$ cat config.mk
export PLATFORM = sky130hd
export DESIGN_NAME = deq_ctrl
export DESIGN_NICKNAME = d
export VERILOG_FILES = /design/src/design/double_ended_queue_top_assert.svh /design/src/design/deq_pkg.sv /design/src/design/deq_ctrl.sv
export SDC_FILE = /design/constraint.sdc
export NUM_CORES = 1
export LEC_CHECK = 0
export BUFFER_PORTS_ARGS = -buffer_cell sky130_fd_sc_hd__buf_2
export CAP_MARGIN = 5
export CORE_AREA = 2 2 39 41
export CTS_CLUSTER_SIZE = 12
export DETAILED_ROUTE_END_ITERATION = 12
export DIE_AREA = 0 0 41 43
export GPL_TIMING_DRIVEN = 0
export PLACE_DENSITY = 0.46
export SLEW_MARGIN = 20
export SYNTH_ARGS = -nofsm -noshare
export SYNTH_HDL_FRONTEND = slang
export SYNTH_SLANG_ARGS = --single-unit
$ cat constraint.sdc
create_clock -name clk_i -period 1.9 [get_ports clk_i]
set_clock_uncertainty 0.05 [all_clocks]
set_input_delay 0.38 -clock clk_i [delete_from_list [all_inputs] [get_ports clk_i]]
set_output_delay 0.38 -clock clk_i [all_outputs]
set_load 0.01 [all_outputs]
$ cat src/design/double_ended_queue_top_assert.svh
// assertion macros for the double-ended queue top level
// no dependencies; included by double_ended_queue_top.sv
`ifndef DOUBLE_ENDED_QUEUE_TOP_ASSERT_SVH
`define DOUBLE_ENDED_QUEUE_TOP_ASSERT_SVH

// same-cycle implication, checked out of reset
`define DEQ_ASSERT_IMPLY(lbl, clk, rstn, ante, cons, msg) \
  lbl: assert property (@(posedge clk) disable iff (!rstn) (ante) |-> (cons)) else $error(msg);

// next-cycle implication, checked out of reset
`define DEQ_ASSERT_NEXT(lbl, clk, rstn, ante, cons, msg) \
  lbl: assert property (@(posedge clk) disable iff (!rstn) (ante) |=> (cons)) else $error(msg);

`endif

$ cat src/design/deq_pkg.sv
// shared types and constants for the double-ended queue
// no dependencies; used by every module of the block but deq_ram
package deq_pkg;

  localparam int unsigned DEPTH_DEFAULT = 256;
  localparam int unsigned WIDTH_DEFAULT = 32;

  localparam int unsigned KIND_W   = 3;
  localparam int unsigned INDEX_W  = 9;
  localparam int unsigned VALUE_W  = 32;
  localparam int unsigned RDATA_W  = 32;
  localparam int unsigned FILL_W   = 9;
  localparam int unsigned STATUS_W = 2;

  typedef enum logic [KIND_W-1:0] {
    KIND_PUSH_BACK  = 3'd0,
    KIND_PUSH_FRONT = 3'd1,
    KIND_POP_BACK   = 3'd2,
    KIND_POP_FRONT  = 3'd3,
    KIND_READ       = 3'd4,
    KIND_INSERT     = 3'd5,
    KIND_ERASE      = 3'd6
  } kind_e;

  typedef enum logic [STATUS_W-1:0] {
    ST_OK    = 2'd0,
    ST_FULL  = 2'd1,
    ST_EMPTY = 2'd2,
    ST_RANGE = 2'd3
  } status_e;

  // commands from the controller to the datapath
  typedef struct packed {
    logic latch;
    logic exec;
    logic shift_rd;
    logic shift_wr;
    logic shift_end;
    logic load_result;
  } cmd_t;

  // status from the datapath to the controller
  typedef struct packed {
    logic is_shift;
    logic shift_more;
    logic out_free;
  } stat_t;

endpackage

$ cat src/design/deq_ctrl.sv
// controller state machine of the double-ended queue
// depends on deq_pkg for the command and status structs
module deq_ctrl (
  input  logic           clk_i,
  input  logic           rst_ni,
  input  logic           in_valid_i,
  output logic           in_ready_o,
  input  deq_pkg::stat_t stat_i,
  output deq_pkg::cmd_t  cmd_o
);

  typedef enum logic [4:0] {
    S_IDLE  = 5'b00001,
    S_EXEC  = 5'b00010,
    S_CHK   = 5'b00100,
    S_SHWR  = 5'b01000,
    S_DONE  = 5'b10000
  } state_e;

  state_e state_q, state_d;

  always_comb begin
    state_d    = state_q;
    cmd_o      = '0;
    in_ready_o = 1'b0;
    case (state_q)
      S_IDLE: begin
        in_ready_o = 1'b1;
        if (in_valid_i) begin
          cmd_o.latch = 1'b1;
          state_d     = S_EXEC;
        end
      end
      S_EXEC: begin
        cmd_o.exec = 1'b1;
        state_d    = stat_i.is_shift ? S_CHK : S_DONE;
      end
      // one element moves per read/write pair
      S_CHK: begin
        if (stat_i.shift_more) begin
          cmd_o.shift_rd = 1'b1;
          state_d        = S_SHWR;
        end else begin
          cmd_o.shift_end = 1'b1;
          state_d         = S_DONE;
        end
      end
      S_SHWR: begin
        cmd_o.shift_wr = 1'b1;
        state_d        = S_CHK;
      end
      S_DONE: begin
        if (stat_i.out_free) begin
          cmd_o.load_result = 1'b1;
          state_d           = S_IDLE;
        end
      end
      default: begin
        state_d = S_IDLE;
      end
    endcase
  end

  always_ff @(posedge clk_i or negedge rst_ni) begin
    if (!rst_ni) begin
      state_q <= S_IDLE;
    end else begin
      state_q <= state_d;
    end
  end

endmodule

Yosys cells after proc, flatten, opt, wreduce, memory -nomap -nowiden
Cells that the tools add are included.
{"block": "word_totals", "ff_bits": 5, "latch_bits": 0, "ramBits": 0, "romBits": 0, "in_bits": 6, "elab_cells": 25, "n_memories": 0}
{"block": "classes", "add_sub_neg": 0, "mul": 0, "n_div": 0, "magnitude_cmp": 0, "eq_ne": 7, "n_shift": 0, "n_mux": 16, "n_bitwise": 0, "n_reduce_logical": 1}
{"operator": "$pmux 5 s5", "count": 1}
{"operator": "$mux 5", "count": 4}
{"operator": "$mux 1", "count": 11}
{"operator": "$eq 5x1->1 const B", "count": 1}
{"operator": "$eq 5x2->1 const B", "count": 1}
{"operator": "$eq 5x3->1 const B", "count": 1}
{"operator": "$eq 5x4->1 const B", "count": 1}
{"operator": "$eq 5x5->1 const B", "count": 1}
{"operator": "$ne 2x2->1 const B", "count": 2}
{"operator": "$reduce_and 2->1", "count": 1}

Depth between registers and ports, before layout
{"block": "logic_depth", "ltp_word": 3, "ltp_mapped": 4, "mapped_depth_nobuf": 3}

Worst setup path before layout
OpenSTA, ideal clock, no wires.
{"block": "synth_path", "path_kind": "register -> output", "start": "reg state_q[4]", "end": "out cmd_o[5] in the netlist's numbering", "arrival_time_ns": 1.205, "setup_slack_ns": 0.265, "stages_incl_launch_ff": 5, "path_cell_list": "dfrtp_1 buf_6 or3_4 nor2b_4 and2_1"}
{"item": "from (decl)", "line": "deq_ctrl.sv:20", "rtl": "state_e state_q, state_d;"}
{"item": "from (signal assigned)", "line": "deq_ctrl.sv:68", "rtl": "state_q <= state_d;"}
{"item": "to (decl)", "line": "deq_ctrl.sv:9", "rtl": "output deq_pkg::cmd_t cmd_o"}

==> out/qor.yml <==
run_status:
  status: "completed"
route:
  num_vias: 327
  drt-initial-drc-count: 6
  ant_nets: 0
  dr.pass1.iters: 2
  drt_wl_total_um: 799
  routedWlPerCell_um: 11.3
  viasPerCell: 4.61
  drcViolationCount: 0
synthesis:
  syn_avg_cell_area_um2: 9.63
  synth_nets: 42
  synth_top_cell_by_area: "dfrtp_1"
  synth_flop_cell: "dfrtp_1"
  ys_types: 21
  synth.top_cell.area_share: 0.289
  synth_area_um2: 347
  synthCells: 36
  yosys_register_bits: 5
  synth_edf_count: 0
  async_flop_share: 1.00
  yosys-top-cells-area: "dfrtp_1 29%, nor4b_1 10%, dfstp_2 7.6%"
  yosysSeqAreaShare: 0.365
  yosysWarnings: 0
worst_setup_path:
  worstSetupPathType: "reg -> out"
  cp-end-kind: "primary output"
  crit_fanout: 3
  crit_slowest_cell: "or3_4"
  max_stage_delay_ns: 0.42
  crit_chain: "or3_4 -> nor2b_4 -> and2_1 -> buf_2"
  cp_top_family: "simple AND/OR/NAND/NOR gates"
  cp.required_ns: 1.47
  crit_buf_inv: 1
  reg2reg_slack_ns: 0.61
  cp.arrival_ns: 1.40
  cp-start-kind: "register"
grt:
  grt_overflow: 0
  grt_max_degree: 11
  grt_pass1_wl_mm: 1.33
  antenna_found_initial: 0
  grt_pass1_vias: 297
  grtUsageTotal: 0.118
cts:
  numCtsBuffers: 3
  cts_tree: "built"
  cts_max_path_buffers: 2
  htreeDepth: 1
  clkLatencyLatePin_ns: 0.24
  clkSinkCount: 5
  clk_pin_slew_ns: 0.04
  clockRootBuffer: "clkbuf_4"
die:
  die_area_mm2: 0.00176
  die_h_um: 43
  core_mm2: 0.00138
  rows: 14
  initial_core_util: 0.250
  die_x_um: 41
  ioPinCount: 13
pwr:
  switching_share: 0.357
  cellInternalPower_w: 0.000370
  power_leakage_nw: 0.224
  comb_power_share: 0.505
  power.total_w: 0.000576
  powerDensity_mw_per_mm2: 1160
  ir_drop_v: 0.000619
  clkPwrFrac: 0.216
  p_sw_w: 0.000206
  p_seq_frac: 0.279
placement:
  place_hpwl_um: 542
  io_buffers: 12
  gp_congestion: 0.624
  dp.cells: 64
layout:
  instances_no_fill: 71
  largest_reg_flops: 5
  largest-register: "state_q"
  syn_to_final_growth_pct: 43.0
  antenna_cells: 0
  layout.nets: 62
  nFillCells: 156
  drive_gt1_frac: 0.545
  top_regs: "state_q (5)"
job:
  cap_violations: 0
sta:
  period_minus_slack_ns: 1.83
  worst_slew_pin_slew_ns: 0.272
  rsz0062_at_grt: "yes"
  whs_ns: 0.325
  fmax_mhz: 548
  post-route-period-util: 0.961
  finalMaxSlewViolations: 0
  finalHoldViolations: 0
  setup_viol: 0
  maxSlewHeadroom: 0.816
worst_hold_path:
  hold_path.class: "in -> reg"
==> worst paths after layout <==
| kind | end | from | depth (start not counted) |
|---|---|---|---|
| max | cmd_o[5] | state_q[1] | 4 |
| min | state_q[1] | in_valid_i | 2 |
| max reg2reg | state_q[0] | state_q[2] | 4 |
| min reg2reg | state_q[2] | state_q[2] | 2 |
| max in group asynchronous | state_q[0] | rst_ni | 2 |
| min in group asynchronous | state_q[4] | rst_ni | 2 |
==> layer usage <==
layer	vias up	wire length, um	part of all wire	GRT usage
li1	169	-	-	-
met1	148	407	0.51	0.172
met2	10	334	0.42	0.125
met3	0	56	0.070	0.0785
met4	0	0	0	0.0600
met5	-	0	0	0
==> stage by stage <==
step           cell area [um^2]  TNS (ns)   util  setup WS [ns]
2_1_floorplan               347         0      -          0.265
3_3_place_gp                427         0  0.308          0.163
3_5_place_dp                427         0  0.308          0.192
4_1_cts                     484         0  0.350         0.0146
5_1_grt                     495   -0.0182  0.358        -0.0182
6_report                    495         0  0.358         0.0738
==> what timing repair did <==
item                                    in CTS  in global routing
endpoints found under the setup margin       3                  2
hold endpoints to repair                     4                  0
hold buffers                                 1                  0
setup buffers                                3                  1
pin swaps                                    1                  3
gates resized for setup                      2                  4
==> synthesized netlist by cell type (all sizes together) (2+ instances only) <==
cell type,instances
and2,2
buf,3
dfrtp,4
nand2,4
nor2b,3
nor3,3
nor4,2
nor4b,4
==> cell type report <==
class | instances | area (um^2) | area share
multi-input cells | 28 | 215 | 0.434
plain buffers | 1 | 5.00 | 0.0101
well taps | 16 | 20.0 | 0.0404
flip-flops and latches | 5 | 129 | 0.260
clock buffers | 4 | 26.3 | 0.0530
repair buffers | 17 | 100 | 0.202
==> kinds of logic (layout without fill, tap and decap cells) <==
| family | Yosys count | count (layout) | share of synthesized area |
|---|---|---|---|
| and+or+nand+nor | 22 | 22 | 0.426 |
| muxes | 1 | 1 | 0.0325 |
| buffers and inverters | 3 | 22 | 0.0614 |
| DFF | 5 | 5 | 0.365 |
| AOI/OAI and AO/OA | 4 | 4 | 0.0903 |
| xor gates and xnor gates | 1 | 1 | 0.0253 |
==> worst reg2reg max path, delay by kind of cell (launching register included) <==
kind / cells / cell delay, ns
buffers and inverters: 1 / 0.16
AOI/OAI and AO/OA: 2 / 0.35
DFF: 1 / 0.40
and+or+nand+nor: 1 / 0.25
==> power groups by stage <==
stage                     Combinational, W  Sequential [W]  Clock [W]
after floorplan                   0.000199        0.000152          0
after global placement            0.000261        0.000158          0
after CTS                         0.000274        0.000160   0.000131
final                             0.000290        0.000161   0.000124
after detailed placement          0.000258        0.000158          0
after global routing              0.000316        0.000165   0.000141
==> cell usage in the layout (no fill, tap or decap), types with 2 or more instances in the layout <==
cell type / Yosys / layout
buf_2: 2 / 13
nand2_1: 4 / 4
buf_4: 0 / 4
nor3_1: 3 / 3
nor4b_1: 4 / 3
clkbuf_4: 0 / 3
nor4_1: 2 / 2
and2_1: 2 / 2
dfrtp_1: 4 / 2
dfrtp_2: 0 / 2
No activity file was read; power rests on OpenSTA's default activity.
